--- src/hdl/edwt_pkg.sv ---
// Shared constants and types for the debounced encoder window trigger.
package edwt_pkg;

  // Default build parameters.
  localparam int FILTER_TAPS_DEF = 5;
  localparam int COUNT_WIDTH_DEF = 16;

  // Fixed widths of the register file and of the reported count.
  localparam int REG_W   = 16;
  localparam int PULSE_W = 16;
  localparam int IDX_W   = 2;

  // Register indexes.
  localparam logic [IDX_W-1:0] REG_WINDOW_START = 2'd0;
  localparam logic [IDX_W-1:0] REG_WINDOW_END   = 2'd1;
  localparam logic [IDX_W-1:0] REG_PERIOD       = 2'd2;

  // Register reset values.
  localparam logic [REG_W-1:0] WINDOW_START_RST = 16'd50;
  localparam logic [REG_W-1:0] WINDOW_END_RST   = 16'd60;
  localparam logic [REG_W-1:0] PERIOD_RST       = 16'd100;

  typedef struct packed {
    logic [REG_W-1:0] window_start;
    logic [REG_W-1:0] window_end;
    logic [REG_W-1:0] period;
  } cfg_t;

  typedef struct packed {
    logic               trigger;
    logic               filtered_level;
    logic               rising_edge;
    logic [PULSE_W-1:0] pulse_count;
  } res_t;

endpackage

--- src/hdl/edwt_in_if.sv ---
// Request channel carrying one raw encoder pin sample.
interface edwt_in_if;
  logic valid;
  logic ready;
  logic pin_level;

  modport source (output valid, output pin_level, input ready);
  modport sink (input valid, input pin_level, output ready);
endinterface

--- src/hdl/edwt_out_if.sv ---
// Result channel carrying the trigger, the debounced level and the pulse count.
interface edwt_out_if;
  logic                         valid;
  logic                         ready;
  logic                         trigger;
  logic                         filtered_level;
  logic                         rising_edge;
  logic [edwt_pkg::PULSE_W-1:0] pulse_count;

  modport source (output valid, output trigger, output filtered_level,
                  output rising_edge, output pulse_count, input ready);
  modport sink (input valid, input trigger, input filtered_level,
                input rising_edge, input pulse_count, output ready);
endinterface

--- src/hdl/encoder_debounce_window_trigger.sv ---
// Top level of the debounced encoder pulse counter with window trigger.
//
// One request carries one raw encoder pin sample and yields exactly one result:
// trigger level, debounced level, rising-edge flag and pulse count after that
// sample. The block sustains one request per clock while the result side is ready. A
// request is registered on entry, the debounce, count and window update runs once the
// output register is free, and the result lands in the output register, which drives
// out valid. The entry register and the output register each hold one item; while a
// result waits, at most one further request is taken. Registers window_start,
// window_end and period are to be written through the cfg port while no request is
// in flight; the block itself does not enforce this. Unknown indexes are ignored.
module encoder_debounce_window_trigger #(
  parameter int FILTER_TAPS = edwt_pkg::FILTER_TAPS_DEF,
  parameter int COUNT_WIDTH = edwt_pkg::COUNT_WIDTH_DEF
) (
  input  logic                         clk,
  input  logic                         rst_n,
  edwt_in_if.sink                      in_chan,
  edwt_out_if.source                   out_chan,
  input  logic                         cfg_we,
  input  logic [edwt_pkg::IDX_W-1:0]   cfg_index,
  input  logic [edwt_pkg::REG_W-1:0]   cfg_wdata
);

  edwt_pkg::cfg_t cfg_r;

  logic           s1_valid_r;
  logic           s1_pin_r;
  logic           out_valid_r;
  edwt_pkg::res_t out_res_r;
  edwt_pkg::res_t step_res;
  logic           s2_adv;
  logic           in_take;

  // Configuration register writes.
  always_ff @(posedge clk) begin
    if (!rst_n) begin
      cfg_r.window_start <= edwt_pkg::WINDOW_START_RST;
      cfg_r.window_end   <= edwt_pkg::WINDOW_END_RST;
      cfg_r.period       <= edwt_pkg::PERIOD_RST;
    end else if (cfg_we) begin
      unique case (cfg_index)
        edwt_pkg::REG_WINDOW_START: cfg_r.window_start <= cfg_wdata;
        edwt_pkg::REG_WINDOW_END:   cfg_r.window_end   <= cfg_wdata;
        edwt_pkg::REG_PERIOD:       cfg_r.period       <= cfg_wdata;
        default: ;
      endcase
    end
  end

  // Flow control: the output register frees when empty or taken this cycle.
  assign s2_adv        = s1_valid_r && (!out_valid_r || out_chan.ready);
  assign in_chan.ready = !s1_valid_r || s2_adv;
  assign in_take       = in_chan.valid && in_chan.ready;

  // Entry register for the pin sample.
  always_ff @(posedge clk) begin
    if (!rst_n) begin
      s1_valid_r <= 1'b0;
    end else if (in_chan.ready) begin
      s1_valid_r <= in_chan.valid;
    end
  end

  always_ff @(posedge clk) begin
    if (in_take) begin
      s1_pin_r <= in_chan.pin_level;
    end
  end

  edwt_core #(
    .FILTER_TAPS (FILTER_TAPS),
    .COUNT_WIDTH (COUNT_WIDTH)
  ) u_core (
    .clk       (clk),
    .rst_n     (rst_n),
    .step_en   (s2_adv),
    .pin_level (s1_pin_r),
    .cfg       (cfg_r),
    .res       (step_res)
  );

  // Output register.
  always_ff @(posedge clk) begin
    if (!rst_n) begin
      out_valid_r <= 1'b0;
    end else if (s2_adv) begin
      out_valid_r <= 1'b1;
    end else if (out_chan.ready) begin
      out_valid_r <= 1'b0;
    end
  end

  always_ff @(posedge clk) begin
    if (s2_adv) begin
      out_res_r <= step_res;
    end
  end

  assign out_chan.valid          = out_valid_r;
  assign out_chan.trigger        = out_res_r.trigger;
  assign out_chan.filtered_level = out_res_r.filtered_level;
  assign out_chan.rising_edge    = out_res_r.rising_edge;
  assign out_chan.pulse_count    = out_res_r.pulse_count;

  // Both item registers come out of reset empty.
  a_reset_empty: assert property (@(posedge clk)
    rst_n && $past(!rst_n) |-> !out_valid_r && !s1_valid_r)
    else $error("item registers not empty after reset");

  // A stalled result is never overwritten by a new step.
  a_no_overrun: assert property (@(posedge clk) disable iff (!rst_n)
    out_valid_r && !out_chan.ready |-> !s2_adv)
    else $error("result overwritten while stalled");

  // A pending sample stays in the entry register until it steps the core.
  a_s1_keep: assert property (@(posedge clk) disable iff (!rst_n)
    s1_valid_r && !s2_adv |=> s1_valid_r && $stable(s1_pin_r))
    else $error("pending sample lost");

endmodule

--- src/hdl/edwt_core.sv ---
// Debounce filter, pulse counter and window trigger state with its update logic.
module edwt_core #(
  parameter int FILTER_TAPS = edwt_pkg::FILTER_TAPS_DEF,
  parameter int COUNT_WIDTH = edwt_pkg::COUNT_WIDTH_DEF
) (
  input  logic           clk,
  input  logic           rst_n,
  input  logic           step_en,
  input  logic           pin_level,
  input  edwt_pkg::cfg_t cfg,
  output edwt_pkg::res_t res
);

  localparam int HIST_W = FILTER_TAPS - 1;
  localparam int CMP_W  = (COUNT_WIDTH > edwt_pkg::REG_W) ? COUNT_WIDTH : edwt_pkg::REG_W;

  logic [HIST_W-1:0]      hist_r, hist_nxt;
  logic                   deb_r, deb_nxt;
  logic [COUNT_WIDTH-1:0] cnt_r, cnt_nxt;
  logic                   trig_r, trig_nxt;

  logic [FILTER_TAPS-1:0] window;
  logic                   rise;
  logic [COUNT_WIDTH-1:0] cnt_inc;
  logic [CMP_W-1:0]       cnt_inc_x, cnt_nxt_x;
  logic                   in_window;
  logic                   trig_edge;
  logic                   period_hit;

  // Newest sample joins the history; hysteresis needs all taps equal to switch.
  always_comb begin
    window   = {hist_r, pin_level};
    hist_nxt = window[HIST_W-1:0];
    deb_nxt  = deb_r ? (|window) : (&window);
    rise     = !deb_r && deb_nxt;
  end

  // Count the edge, evaluate the window, then apply the period restart.
  always_comb begin
    cnt_inc    = rise ? (cnt_r + 1'b1) : cnt_r;
    cnt_inc_x  = CMP_W'(cnt_inc);
    in_window  = (cnt_inc_x >= CMP_W'(cfg.window_start)) &&
                 (cnt_inc_x <  CMP_W'(cfg.window_end));
    trig_edge  = rise ? in_window : trig_r;
    period_hit = (cnt_inc_x == CMP_W'(cfg.period));
    cnt_nxt    = period_hit ? '0 : cnt_inc;
    trig_nxt   = period_hit ? 1'b0 : trig_edge;
    cnt_nxt_x  = CMP_W'(cnt_nxt);
  end

  // Result of this step, with the count reported on the fixed field width.
  always_comb begin
    res.trigger        = trig_nxt;
    res.filtered_level = deb_nxt;
    res.rising_edge    = rise;
    res.pulse_count    = cnt_nxt_x[edwt_pkg::PULSE_W-1:0];
  end

  // State registers advance once per accepted sample.
  always_ff @(posedge clk) begin
    if (!rst_n) begin
      hist_r <= '0;
      deb_r  <= 1'b0;
      cnt_r  <= '0;
      trig_r <= 1'b0;
    end else if (step_en) begin
      hist_r <= hist_nxt;
      deb_r  <= deb_nxt;
      cnt_r  <= cnt_nxt;
      trig_r <= trig_nxt;
    end
  end

  // A reported rising edge always leaves the filtered level high.
  a_rise_level: assert property (@(posedge clk) disable iff (!rst_n)
    step_en && res.rising_edge |-> res.filtered_level)
    else $error("rising edge reported with low filtered level");

  // The trigger can only turn on through a counted edge.
  a_trig_on_edge: assert property (@(posedge clk) disable iff (!rst_n)
    step_en && res.trigger && !trig_r |-> res.rising_edge)
    else $error("trigger turned on without a rising edge");

  // Without a sample the state must not move.
  a_state_hold: assert property (@(posedge clk) disable iff (!rst_n)
    !step_en |=> $stable(cnt_r) && $stable(deb_r) && $stable(trig_r) && $stable(hist_r))
    else $error("state changed without an accepted sample");

endmodule
--- src/flat_wrapper.sv ---
// flat-port wrapper written by rule: the top's interface ports become plain ports
module encoder_debounce_window_trigger_flat 
#(
  parameter int FILTER_TAPS = edwt_pkg::FILTER_TAPS_DEF,
  parameter int COUNT_WIDTH = edwt_pkg::COUNT_WIDTH_DEF
)
  (clk, rst_n, cfg_we, cfg_index, cfg_wdata, in_chan_valid, in_chan_pin_level, in_chan_ready, out_chan_valid, out_chan_trigger, out_chan_filtered_level, out_chan_rising_edge, out_chan_pulse_count, out_chan_ready);
  edwt_in_if in_chan_i ();
  edwt_out_if out_chan_i ();
  input  logic clk;
  input  logic rst_n;
  input  logic cfg_we;
  input  logic [edwt_pkg::IDX_W-1:0] cfg_index;
  input  logic [edwt_pkg::REG_W-1:0] cfg_wdata;
  input wire logic [$bits(in_chan_i.valid)-1:0] in_chan_valid;
  input wire logic [$bits(in_chan_i.pin_level)-1:0] in_chan_pin_level;
  output wire logic [$bits(in_chan_i.ready)-1:0] in_chan_ready;
  output wire logic [$bits(out_chan_i.valid)-1:0] out_chan_valid;
  output wire logic [$bits(out_chan_i.trigger)-1:0] out_chan_trigger;
  output wire logic [$bits(out_chan_i.filtered_level)-1:0] out_chan_filtered_level;
  output wire logic [$bits(out_chan_i.rising_edge)-1:0] out_chan_rising_edge;
  output wire logic [$bits(out_chan_i.pulse_count)-1:0] out_chan_pulse_count;
  input wire logic [$bits(out_chan_i.ready)-1:0] out_chan_ready;
  assign in_chan_i.valid = in_chan_valid;
  assign in_chan_i.pin_level = in_chan_pin_level;
  assign in_chan_ready = in_chan_i.ready;
  assign out_chan_valid = out_chan_i.valid;
  assign out_chan_trigger = out_chan_i.trigger;
  assign out_chan_filtered_level = out_chan_i.filtered_level;
  assign out_chan_rising_edge = out_chan_i.rising_edge;
  assign out_chan_pulse_count = out_chan_i.pulse_count;
  assign out_chan_i.ready = out_chan_ready;
  encoder_debounce_window_trigger #(.FILTER_TAPS(FILTER_TAPS), .COUNT_WIDTH(COUNT_WIDTH)) u_core (.clk(clk), .rst_n(rst_n), .in_chan(in_chan_i), .out_chan(out_chan_i), .cfg_we(cfg_we), .cfg_index(cfg_index), .cfg_wdata(cfg_wdata));
endmodule
--- config.mk ---
export PLATFORM = sky130hd
export DESIGN_NAME = encoder_debounce_window_trigger_flat
export DESIGN_NICKNAME = d
export VERILOG_FILES = /design/src/hdl/edwt_pkg.sv /design/src/hdl/edwt_in_if.sv /design/src/hdl/edwt_out_if.sv /design/src/hdl/encoder_debounce_window_trigger.sv /design/src/hdl/edwt_core.sv /design/src/flat_wrapper.sv
export SDC_FILE = /design/constraint.sdc
export NUM_CORES = 1
export LEC_CHECK = 0
export BUFFER_PORTS_ARGS = -buffer_cell sky130_fd_sc_hd__buf_2
export CAP_MARGIN = 20
export CORE_ASPECT_RATIO = 1.75
export CORE_UTILIZATION = 40
export DETAILED_ROUTE_END_ITERATION = 10
export PLACE_DENSITY_LB_ADDON = 0.15
export SYNTH_ARGS = -nofsm -noshare
export SYNTH_HDL_FRONTEND = slang
export SYNTH_HIERARCHICAL = 1
export SYNTH_SLANG_ARGS = --single-unit
--- constraint.sdc ---
create_clock -name clk -period 4.16 [get_ports clk]
set_clock_uncertainty 0.1 [all_clocks]
set_input_delay 0.208 -clock clk [delete_from_list [all_inputs] [get_ports clk]]
set_output_delay 0.208 -clock clk [all_outputs]
set_load 0.01 [all_outputs]
# Word level (Yosys, flattened, before mapping)
# Index checks and enable logic that the tools add are counted.
[classes]
add_sub_neg = 1
n_lt_le_gt_ge = 2
n_eq_ne = 3
n_mux = 7
n_reduce_logical = 16
[op_table]
columns = ["cell", "n"]
rows = [
  ["$mux W16", 2],
  ["$add A16 B1 Y16 const B", 1],
  ["$eq A16 B16 Y1", 1],
  ["$ge A16 B16 Y1", 1],
  ["$lt A16 B16 Y1", 1],
  ["$reduce_and A2 Y1", 3],
  ["$mux W1", 5],
  ["$reduce_and A5 Y1", 1],
  ["$reduce_or A5 Y1", 1],
  ["$logic_and A1 B1 Y1", 4],
  ["$logic_not A1 Y1", 3],
  ["$eq A2 B1 Y1 const B", 1],
  ["$eq A2 B2 Y1 const B", 1],
  ["$logic_not A2 Y1", 1],
  ["$logic_or A1 B1 Y1", 2],
  ["$reduce_bool A2 Y1", 1],
]
[word_totals]
reg_bits = 92
out_inout_bits = 21
word_cells = 43

# Longest topological paths before layout
# Gate-level depths: netlist of the first run.
[logic_depth]
word_depth = 8
mapped_depth = 16

# Modules after synthesis
# Netlist of the first run, hierarchy kept.
[modules_own_cells]
columns = ["module", "n_inst", "cells_each", "area_per_inst_um2", "seq_area_each_um2"]
rows = [
  ["edwt_core", 1, 412, 3041.7, 440.4],
  ["encoder_debounce_window_trigger", 1, 212, 2529.9, 1601.5],
]

# Worst setup path before layout of the first run
# Ideal clock, no wire load.
[synth_timing]
kind = "register to register"
start = "register u_core.u_core.cnt_r[8]"
end = "register u_core.out_res_r (netlist bit u_core/out_chan.trigger) (data pin)"
arrival_time_ps = 3007
setup_slack_ps = 802
path_stages_with_launch = 12
path_buffers = 3
period_less_slack_ps = 3358
cell_sequence = "dfxtp_1 -> buf_2 -> nand4_4 -> nor4_1 -> nand4_1 -> xor2_1 -> o22ai_1 -> or4_1 -> nor4_4 -> buf_6 -> nor3_1 -> buf_4"
[synth_via]
elab_chain_len = 6
[synth_lines]
columns = ["item", "line_no", "rtl"]
rows = [
  ["start, declared", "edwt_core.sv:19", "logic [COUNT_WIDTH-1:0] cnt_r, cnt_nxt;"],
  ["start signal, assigned", "edwt_core.sv:69", "cnt_r <= cnt_nxt;"],
  ["$add A16 B1 Y16", "edwt_core.sv:40", "cnt_inc = rise ? (cnt_r + 1'b1) : cnt_r;"],
  ["$mux W16 *", "edwt_core.sv:40", ""],
  ["$ge A16 B16 Y1 / $lt A16 B16 Y1 (equally long branches)", "edwt_core.sv:42, edwt_core.sv:43", ""],
  ["$logic_and A1 B1 Y1", "edwt_core.sv:42", "in_window = (cnt_inc_x >= CMP_W'(cfg.window_start)) &&"],
  ["$mux W1", "edwt_core.sv:44", "trig_edge = rise ? in_window : trig_r;"],
  ["$mux W1 *", "edwt_core.sv:47", "trig_nxt = period_hit ? 1'b0 : trig_edge;"],
  ["net u_core.u_core.trig_nxt", "edwt_core.sv:20", "logic trig_r, trig_nxt;"],
  ["end signal, assigned", "encoder_debounce_window_trigger.sv:96", "out_res_r <= step_res;"],
  ["end, declared", "encoder_debounce_window_trigger.sv:30", "edwt_pkg::res_t out_res_r;"],
]
# Mark *: on every way through the listed nets, which the timed path passes. The rest lies on a longest branch.
# A chain may end at the register's enable or synchronous reset.

# Worst setup path after layout of the first run
[layout_timing]
start = "register u_core.u_core.cnt_r[3]"
end = "register u_core.u_core.trig_r"
[layout_via]
elab_chain_len = 6
[layout_lines]
columns = ["item", "line_no", "rtl"]
rows = [
  ["$add A16 B1 Y16", "edwt_core.sv:40", ""],
  ["$mux W16 *", "edwt_core.sv:40", ""],
  ["$ge A16 B16 Y1 / $lt A16 B16 Y1 (equally long branches)", "edwt_core.sv:42, edwt_core.sv:43", ""],
  ["$logic_and A1 B1 Y1", "edwt_core.sv:42", ""],
  ["$mux W1", "edwt_core.sv:44", ""],
  ["$mux W1 *", "edwt_core.sv:47", ""],
  ["end signal, assigned", "edwt_core.sv:70", "trig_r <= trig_nxt;"],
  ["end, declared", "edwt_core.sv:20", ""],
]
# Every way passes the cells marked *; elsewhere a longest branch is shown, timed or not.

==> impl_metrics.json, run 1 <==
{
  "synth_cell_type_count": 63,
  "slew_violations": 0,
  "clk_path_buf_depth": 2,
  "grt_pass1_vias": 4458,
  "seq_area_frac_synth_pct": 36.6,
  "drive_above_1_share_pct": 12.5,
  "irDropWorstVdd_mv": 0.191,
  "multiInputGateArea_um2": 3170,
  "dp_hpwl_mm": 10.6,
  "ff2ff_path_depth": 14,
  "fin_crit_sh_pct": 93.1,
  "grt_util_all_layers_pct": 20.7,
  "setup_violations": 0,
  "grt_start_max_net_pins": 38,
  "ant_nets": 0,
  "final_area_um2": 6220,
  "synth_edf_count": 20,
  "viasPerCell": 5.46,
  "reg2reg_from": "u_core/u_core/cnt_r[3]$_SDFFE_PN0P_",
  "yosys_warnings": 6,
  "syn_inst": 624,
  "status": "finished clean",
  "worstSetupPathType": "flip-flop to flip-flop",
  "synth_nets": 680,
  "place_area_um2": 5920,
  "synthXorXnorAreaFrac_pct": 5.12,
  "htreeDepth": 3,
  "clk_pin_slew_worst_paths_ps": 60,
  "end_kind": "flip-flop",
  "clock_latency_ps": 340,
  "holdPathStages": 3,
  "hp-class": "primary input to flip-flop",
  "drtIter0Drc": 219,
  "fill_cells": 1330,
  "synth_common_cells": "nand2_1 (74), dfxtp_1 (72), mux2i_1 (55), inv_1 (39), nor2b_1 (35)",
  "synth_compound_area_share_pct": 9.68,
  "die_x_um": 91.2,
  "synth_area_um2": 5570,
  "max_freq_mhz": 258,
  "yosysMostFrequentCell": "nand2_1",
  "nNetsFinal": 706,
  "synth_top_family_by_area": "simple AND/OR/NAND/NOR gates",
  "max_cap_viol_count": 0,
  "drc": 0,
  "fp.dieH_um": 158,
  "grt_pass1_wl_mm": 22.8,
  "min_period_ps": 3870,
  "cts_made_buffers": 9,
  "hold_slack_ps": 20.6,
  "finalSetupTns_ps": 0,
  "worst-path-max-fanout": 12,
  "hold_path_end": "u_core/cfg_r[4]$_SDFFE_PN0P_",
  "regArea_um2": 2040,
  "crit_path_start_kind": "flip-flop",
  "clock-sinks": 92,
  "synth-simple-area-share_pct": 24.5,
  "critPathArrivalTime_ps": 4020,
  "io_pins": 45,
  "vias": 4530,
  "routedWlPerCell_um": 16.9,
  "power.density_nw_per_um2": 309,
  "portBuffers": 44,
  "netlist.top_cell.by_area": "dfxtp_1",
  "synthArstFlopShare_pct": 0,
  "cts_root_buffer": "clkbuf_16",
  "dr.pass1.iters": 4,
  "synth_ff_type": "dfxtp_1",
  "synth_top_cell_area_share_pct": 25.9,
  "gp_congestion": 0.855,
  "required_ps": 4310,
  "gr-total-overflow": 0,
  "reg2reg_to": "u_core/u_core/trig_r$_SDFFE_PN0P_",
  "maxSlewHeadroom_pct": 27.8,
  "cts_tree": "done",
  "hold_violations": 0,
  "r2r_slack_ps": 290,
  "hp-start": "cfg_wdata[4]",
  "syn_avg_cell_area_um2": 8.93,
  "synth_fa_ha_area_share_pct": 7.19,
  "num_rows": 56,
  "worst_pin_slew_ps": 1080,
  "finalWirelength_mm": 14.0,
  "antenna_found_initial": 0,
  "rsz0062_at_grt": "false",
  "postCtsSetupRepairBufs": 0,
  "diodes": 0,
  "synth_mux_area_share_pct": 10.1,
  "area_growth_pct": 11.6,
  "synth_seq_cells": 92,
  "synth_area_leaders": "dfxtp_1 (26%), edfxtp_1 (11%), mux2i_1 (9.9%)",
  "fp.dieArea_um2": 14400,
  "coreArea_um2": 13500,
  "start_util_pct": 41.2,
  "cellLeakagePower_nw": 2.64
}
sequential cells by signal, summed over array words and instances (netlist names), 4 cells and up:
register,cells
u_core/u_core/hist_r,4
u_core/out_chan.pulse_count,16
u_core/cfg_r,48
u_core/u_core/cnt_r,16
kinds of logic after synthesis:
| group | count (synthesis) |
|---|---|
| flops | 92 |
| buf+inv | 85 |
| xor+xnor | 31 |
| mux | 56 |
| compound gates | 86 |
| fa+ha+maj | 32 |
| simple gates | 242 |
worst max-delay path by stage:
| stage | startpoint | to | slack [ps] | cells past startpoint |
|---|---|---|---|---|
| global route | u_core/u_core/cnt_r[3]$_SDFFE_PN0P_ | u_core/u_core/trig_r$_SDFFE_PN0P_ | 50 | 14 |
| CTS | u_core/u_core/cnt_r[3]$_SDFFE_PN0P_ | u_core/u_core/trig_r$_SDFFE_PN0P_ | 250 | 14 |
| floorplan | u_core/u_core/cnt_r[8]$_SDFFE_PN0P_ | u_core/out_chan.trigger$_DFFE_PP_ | 800 | 11 |
| global placement | u_core/u_core/cnt_r[3]$_SDFFE_PN0P_ | u_core/u_core/trig_r$_SDFFE_PN0P_ | 390 | 14 |
| detailed placement | u_core/u_core/cnt_r[3]$_SDFFE_PN0P_ | u_core/u_core/trig_r$_SDFFE_PN0P_ | 280 | 14 |
| finish | u_core/u_core/cnt_r[3]$_SDFFE_PN0P_ | u_core/u_core/trig_r$_SDFFE_PN0P_ | 290 | 14 |
cell type report:
class / count / share of cell area, %
tap: 174 / 3.50
clock buffer: 12 / 3.80
sequential: 92 / 32.8
clock inverter: 4 / 0.765
inverter: 40 / 2.41
timing repair buffer: 60 / 5.71
multi-input combinational: 447 / 51.0
report_power, final:
| part | internal, mW | switching, mW | total (mW) |
|---|---|---|---|
| Combinational | 0.0639 | 0.0867 | 0.151 |
| Clock | 0.467 | 0.345 | 0.812 |
| Sequential | 0.938 | 0.0191 | 0.958 |
per-layer routing:
layer	vias to the layer above	GRT usage (%)	share of wire, %
li1	2242	-	-
met1	2162	23.0	41
met2	90	37.2	52
met3	36	3.65	2.9
met4	0	11.0	3.8
met5	-	0	0
layout by cell type (no fill, tap or decap), types with 4 or more instances in the layout:
master     count
a21o_1         7
a21oi_1       16
and3_1         5
and4_1         5
buf_2         44
buf_4         14
clkbuf_16      9
dfxtp_1       72
edfxtp_1      20
ha_1          32
inv_1         39
mux2i_1       55
nand2_1       74
nand2b_1       6
nand3_1       22
nand3b_1      10
nand4_1       14
nor2_1        20
nor2b_1       34
nor3_1        14
nor4_1         7
nor4b_1        4
o211ai_1       4
o21ai_0       31
xnor2_1       18
xor2_1        11
per-stage QoR:
stage | cells | setup slack, ps | utilization (%) | power [mW]
3_5_place_dp | 812 | 282 | 43.8 | 1.13
3_3_place_gp | 812 | 395 | 43.8 | 1.12
2_1_floorplan | 624 | 802 | - | 1.07
4_1_cts | 829 | 249 | 45.9 | 1.94
5_1_grt | 829 | 50.4 | 46.0 | 2.00
6_report | 829 | 288 | 46.0 | 1.92
critical path: stages (launching register included):
cell	delay [ps]
dfxtp_1	560
nand4_2	250
nor4_1	340
buf_4	210
nand4_1	300
xnor2_2	350
ha_1	300
a21oi_1	140
nor2b_1	60
o21ai_0	230
o31ai_1	110
nor4_1	210
o41ai_1	140
a2bb2oi_1	160
o41ai_1	320
repair_timing:
action,CTS,global route
gates resized for setup,0,1
endpoints found under the hold margin,1,0
endpoints found under the setup margin,0,1
hold buffers,1,0
Note: power is estimated with default switching activity, not from simulation.
==> run 2: changes to the inputs <==
--- a/config.mk
+++ b/config.mk
@@ -8,7 +8,7 @@
 export BUFFER_PORTS_ARGS = -buffer_cell sky130_fd_sc_hd__buf_2
 export CAP_MARGIN = 20
 export CORE_ASPECT_RATIO = 1.75
-export CORE_UTILIZATION = 40
+export CORE_UTILIZATION = 28
 export DETAILED_ROUTE_END_ITERATION = 10
 export PLACE_DENSITY_LB_ADDON = 0.15
 export SYNTH_ARGS = -nofsm -noshare
==> constraint.sdc (replaced) <==
create_clock -name clk -period 4.16 [get_ports clk]
set_clock_uncertainty 0.1 [all_clocks]
set_input_delay 0.832 -clock clk [delete_from_list [all_inputs] [get_ports clk]]
set_output_delay 0.832 -clock clk [all_outputs]
set_load 0.01 [all_outputs]
==> impl_metrics.json, run 2 (same netlist as run 1, synthesis figures left out) <==
{
  "status": "finished clean",
  "clock-sinks": 92,
  "irDropWorstVdd_mv": 0.156,
  "routedWlPerCell_um": 17.0,
  "final_cell_mix": "nand2_1 (74), dfxtp_1 (71), mux2i_1 (55), buf_2 (44), inv_1 (39)",
  "critPathArrivalTime_ps": 4000,
  "start_util_pct": 28.9,
  "maxSlewHeadroom_pct": 28.6,
  "swShare_pct": 24.7,
  "p_int_mw": 1.46,
  "worst-path-max-fanout": 8,
  "nNetsFinal": 709,
  "seqPwrFrac_pct": 49.3,
  "num_rows": 67,
  "combPwrFrac_pct": 8.0,
  "grt_pass1_vias": 4474,
  "coreArea_um2": 19300,
  "global_route.usage.met2_pct": 28.7,
  "clock_latency_ps": 350,
  "crit_path_cell_trace": "and4_1 -> nand2_1 -> clkinv_1 -> mux2i_1 -> inv_1 -> ha_1 -> nand3_1 -> a21oi_1 -> a2111oi_0 -> buf_4 -> o41ai_1 -> a2bb2oi_1 -> o41ai_1",
  "finalSetupTns_ps": 0,
  "power.density_nw_per_um2": 306,
  "diodes": 0,
  "gr-total-overflow": 0,
  "clk_pin_slew_worst_paths_ps": 70,
  "worstSetupPathType": "flip-flop to flip-flop",
  "hp-class": "flip-flop to flip-flop",
  "io_pins": 45,
  "cp_num_buf_inv": 3,
  "clk_path_buf_depth": 2,
  "grt_start_max_net_pins": 37,
  "dp_hpwl_mm": 11.9,
  "dr.pass1.iters": 4,
  "area_growth_pct": 14.1,
  "crit_path_start_kind": "flip-flop",
  "vias": 4419,
  "max_freq_mhz": 260,
  "setup_ws_ps": 315,
  "rsz0062_at_grt": "false",
  "htreeDepth": 3,
  "regArea_um2": 2040,
  "cts_tree": "done",
  "fill_cells": 2069,
  "clock_power_share_pct": 42.8,
  "layout_commonest_cell": "nand2_1",
  "power_switching_mw": 0.481,
  "grt_util_all_layers_pct": 15.8,
  "critPathMostFrequentCell": "o41ai_1",
  "crit_family": "compound AO/OA/AOI/OAI gates",
  "largest-register": "u_core/cfg_r",
  "use_met1_pct": 17.6,
  "cts_root_buffer": "clkbuf_16",
  "viasPerCell": 4.92,
  "crit_path_max_incr_delay_ps": 480,
  "fin_total_pwr_mw": 1.94,
  "finalWirelength_mm": 15.3,
  "min_period_ps": 3840,
  "worst_pin_slew_ps": 1070,
  "drtIter0Drc": 179,
  "gp_congestion": 0.854,
  "cellLeakagePower_nw": 2.67,
  "setup_violations": 0,
  "ant_nets": 0,
  "place_ws_ps": 201,
  "met3_usage_pct": 2.21,
  "drive_above_1_share_pct": 13.8,
  "fp.dieH_um": 189,
  "required_ps": 4320,
  "busiest_layer": "met2",
  "largest_reg_flops": 48,
  "multiInputGateArea_um2": 3180,
  "hold_slack_ps": 361,
  "drc": 0,
  "grt_pass1_wl_mm": 24.2,
  "cts_made_buffers": 9,
  "hold_violations": 0,
  "portBuffers": 44,
  "slew_violations": 0,
  "die_x_um": 109,
  "antenna_found_initial": 0,
  "fin_crit_sh_pct": 92.4,
  "max_cap_viol_count": 0,
  "end_kind": "flip-flop",
  "fp.dieArea_um2": 20500,
  "cp_slowest_cell": "a2111oi_0"
}
-- run 2: changes by cell type in the layout (fill, tap and decap cells not counted), moves of 2 or more --
cell      previous run  this run
clkbuf_8             0         3
clkbuf_1             3         0
inv_4                2         0
buf_4               14        17
clkinv_4             0         2
-- run 2: through the flow --
step / instances / utilization (%) / area [um2]
after floorplan: 624 / - / 5570
after global placement: 883 / 31.4 / 6050
after detailed placement: 883 / 31.4 / 6050
after CTS: 899 / 32.9 / 6350
after global routing: 899 / 33.0 / 6360
final: 899 / 33.0 / 6360
-- run 2: power groups by stage --
stage	registers, mW	clock network [mW]	logic [mW]
after floorplan	0.977	0	0.0969
after global placement	0.977	0	0.155
after detailed placement	0.978	0	0.158
after CTS	0.957	0.865	0.158
after global routing	0.960	0.896	0.173
final	0.957	0.830	0.155
-- run 2: worst register-to-register path, stage by stage, from the launching register on --
cell and delay [ps]:
edfxtp_1 440, and4_1 300, nand2_1 310, clkinv_1 340, mux2i_1 440, inv_1 140, ha_1 290, nand3_1 80
a21oi_1 40, a2111oi_0 480, buf_4 220, o41ai_1 80, a2bb2oi_1 150, o41ai_1 340
-- run 2: final cells by class --
cell class | instances | share of cell area (%)
clock buffers | 12 | 4.19
clock inverters | 4 | 0.492
inverters | 40 | 2.36
multi-input cells | 447 | 50.0
flip-flops and latches | 92 | 32.1
well taps | 241 | 4.74
repair buffers | 63 | 6.10
-- run 2: timing repair --
| item | CTS | global route |
|---|---|---|
| buffers inserted | 0 | 0 |
| hold buffers | 0 | 0 |
| endpoints found under the setup margin | 0 | 2 |
| resized for setup | 0 | 2 |
-- run 2: final timing paths --
check / start / endpoint / slack (ps) / cells after the start
max: u_core/s1_pin_r$_DFFE_PP_ / u_core/u_core/trig_r$_SDFFE_PN0P_ / 320 / 13
min: u_core/cfg_r[40]$_SDFFE_PN0P_ / u_core/cfg_r[40]$_SDFFE_PN0P_ / 360 / 2
max reg2reg: u_core/s1_pin_r$_DFFE_PP_ / u_core/u_core/trig_r$_SDFFE_PN0P_ / 320 / 13
min reg2reg: u_core/cfg_r[40]$_SDFFE_PN0P_ / u_core/cfg_r[40]$_SDFFE_PN0P_ / 360 / 2
-- run 2: layer usage --
layer / up-vias / share of wire (%)
met4: 0 / 3.3
met1: 2064 / 41
met5: - / 0
met3: 27 / 2.2
met2: 75 / 54
li1: 2253 / -
==> run 3: changes to the inputs <==
--- a/config.mk
+++ b/config.mk
@@ -7,6 +7,8 @@
 export LEC_CHECK = 0
 export BUFFER_PORTS_ARGS = -buffer_cell sky130_fd_sc_hd__buf_2
 export CAP_MARGIN = 20
+export CELL_PAD_IN_SITES_DETAIL_PLACEMENT = 1
+export CELL_PAD_IN_SITES_GLOBAL_PLACEMENT = 2
 export CORE_ASPECT_RATIO = 1.75
 export CORE_UTILIZATION = 28
 export DETAILED_ROUTE_END_ITERATION = 10
==> impl_metrics.json, run 3 (same netlist as run 1, synthesis figures left out) <==
{
  "status": "finished clean",
  "grt_util_all_layers_pct": 18.0,
  "worstSetupPathType": "flip-flop to flip-flop",
  "clock-sinks": 92,
  "fin_crit_sh_pct": 93.0,
  "final_area_um2": 6450,
  "clk_path_buf_depth": 2,
  "largest_reg_flops": 48,
  "end_kind": "flip-flop",
  "place_ws_ps": 51.2,
  "maxSlewHeadroom_pct": 48.2,
  "hp-class": "flip-flop to flip-flop",
  "required_ps": 4150,
  "cp_num_buf_inv": 1,
  "place_area_um2": 6090,
  "irDropWorstVdd_mv": 0.137,
  "portBuffers": 44,
  "fin_total_pwr_mw": 1.99,
  "max_freq_mhz": 258,
  "cts_root_buffer": "clkbuf_16",
  "cts_made_buffers": 9,
  "gr-total-overflow": 0,
  "finalSetupTns_ps": 0,
  "cts_tree": "done",
  "critPathArrivalTime_ps": 3860,
  "diodes": 0,
  "drive_above_1_share_pct": 14.5,
  "cellLeakagePower_nw": 2.71,
  "io_pins": 45,
  "crit_family": "simple AND/OR/NAND/NOR gates",
  "dp_hpwl_mm": 13.6,
  "final_cell_mix": "nand2_1 (74), dfxtp_1 (71), mux2i_1 (55), buf_2 (44), inv_1 (39)",
  "area_growth_pct": 15.8,
  "worst_pin_slew_ps": 777,
  "finalWirelength_mm": 17.5,
  "largest-register": "u_core/cfg_r",
  "crit_path_cell_trace": "ha_1 -> nand3b_1 -> nor2_1 -> xnor2_1 -> xnor2_1 -> or4_1 -> or4_1 -> nor4_4 -> buf_12 -> nor2_1",
  "layout_commonest_cell": "nand2_1",
  "slew_violations": 0,
  "drtIter0Drc": 155,
  "gp_congestion": 0.872,
  "htreeDepth": 3,
  "coreArea_um2": 19300,
  "cts_hold_buf": 0,
  "power.density_nw_per_um2": 308,
  "setup_ws_ps": 290,
  "fill_cells": 2277,
  "hold_violations": 0,
  "ant_nets": 0,
  "dr.pass1.iters": 4,
  "fp.dieArea_um2": 20500,
  "setup_violations": 0,
  "instances_no_fill": 905,
  "rsz0062_at_grt": "false",
  "cp_slowest_cell": "or4_1",
  "dp.cells": 886,
  "num_rows": 67,
  "crit_path_max_incr_delay_ps": 540,
  "clock_latency_ps": 350,
  "start_util_pct": 28.9,
  "max_cap_viol_count": 0,
  "grt_pass1_vias": 4771,
  "grt_start_max_net_pins": 58,
  "fp.dieH_um": 189,
  "crit_path_start_kind": "flip-flop",
  "antenna_found_initial": 0,
  "die_x_um": 109,
  "clk_pin_slew_worst_paths_ps": 70,
  "routedWlPerCell_um": 19.3,
  "worst-path-max-fanout": 18,
  "grt_pass1_wl_mm": 27.0,
  "min_period_ps": 3870,
  "viasPerCell": 5.10,
  "vias": 4612,
  "drc": 0,
  "nNetsFinal": 715
}
==> run 3: cell count changes in the layout (fill, tap and decap cells not counted), sizes merged <==
cell / delta
buf: +6
clkinv: -3
inv: -1
clkbuf: +4
==> run 3: final cells by class <==
| cell class | count | area, um2 | area share [%] |
|---|---|---|---|
| clock buffer | 16 | 313 | 4.85 |
| inverter | 40 | 150 | 2.33 |
| multi-input combinational | 447 | 3180 | 49.3 |
| sequential | 92 | 2040 | 31.7 |
| tap | 241 | 302 | 4.67 |
| timing repair buffer | 69 | 460 | 7.14 |
==> run 3: worst register-to-register path, cell delays in order, from the launching register on <==
cell	delay [ps]
dfxtp_1	500
ha_1	280
nand3b_1	170
nor2_1	240
xnor2_1	270
xnor2_1	230
or4_1	540
or4_1	480
nor4_4	500
buf_12	220
nor2_1	60
==> run 3: per-layer routing <==
metal	vias to the layer above	track usage (%)	part of all wire [%]
met2	64	32.7	54
li1	2259	-	-
met5	-	0	0
met4	0	9.15	4.2
met1	2258	19.6	40
met3	31	2.91	2.3
==> run 3: repair_timing <==
action                                  4_1_cts  5_1_grt
endpoints found under the setup margin        1        7
buffers inserted                              0        2
gates resized for setup                       1        3
pin swaps                                     0        1
==> run 3: worst paths after layout <==
| kind | cells past startpoint | from | endpoint | slack (ps) |
|---|---|---|---|---|
| setup / recovery | 10 | u_core/u_core/cnt_r[0]$_SDFFE_PN0P_ | u_core/out_chan.pulse_count[2]$_DFFE_PP_ | 290 |
| hold / removal | 2 | u_core/cfg_r[28]$_SDFFE_PN0P_ | u_core/cfg_r[28]$_SDFFE_PN0P_ | 360 |
| setup reg to reg | 10 | u_core/u_core/cnt_r[0]$_SDFFE_PN0P_ | u_core/out_chan.pulse_count[2]$_DFFE_PP_ | 290 |
| hold reg to reg | 2 | u_core/cfg_r[28]$_SDFFE_PN0P_ | u_core/cfg_r[28]$_SDFFE_PN0P_ | 360 |
==> run 3: per-stage QoR <==
stage	hold WS, ps	utilization [%]
3_3_place_gp	346	31.5
2_1_floorplan	335	-
6_report	363	33.5
3_5_place_dp	357	31.6
4_1_cts	366	33.3
5_1_grt	379	33.5
==> run 3: power breakdown <==
part | switching [mW] | total [mW] | internal (mW)
Sequential | 0.0205 | 0.959 | 0.939
Combinational | 0.0950 | 0.162 | 0.0670
Clock | 0.359 | 0.868 | 0.509
Total | 0.475 | 1.99 | 1.51
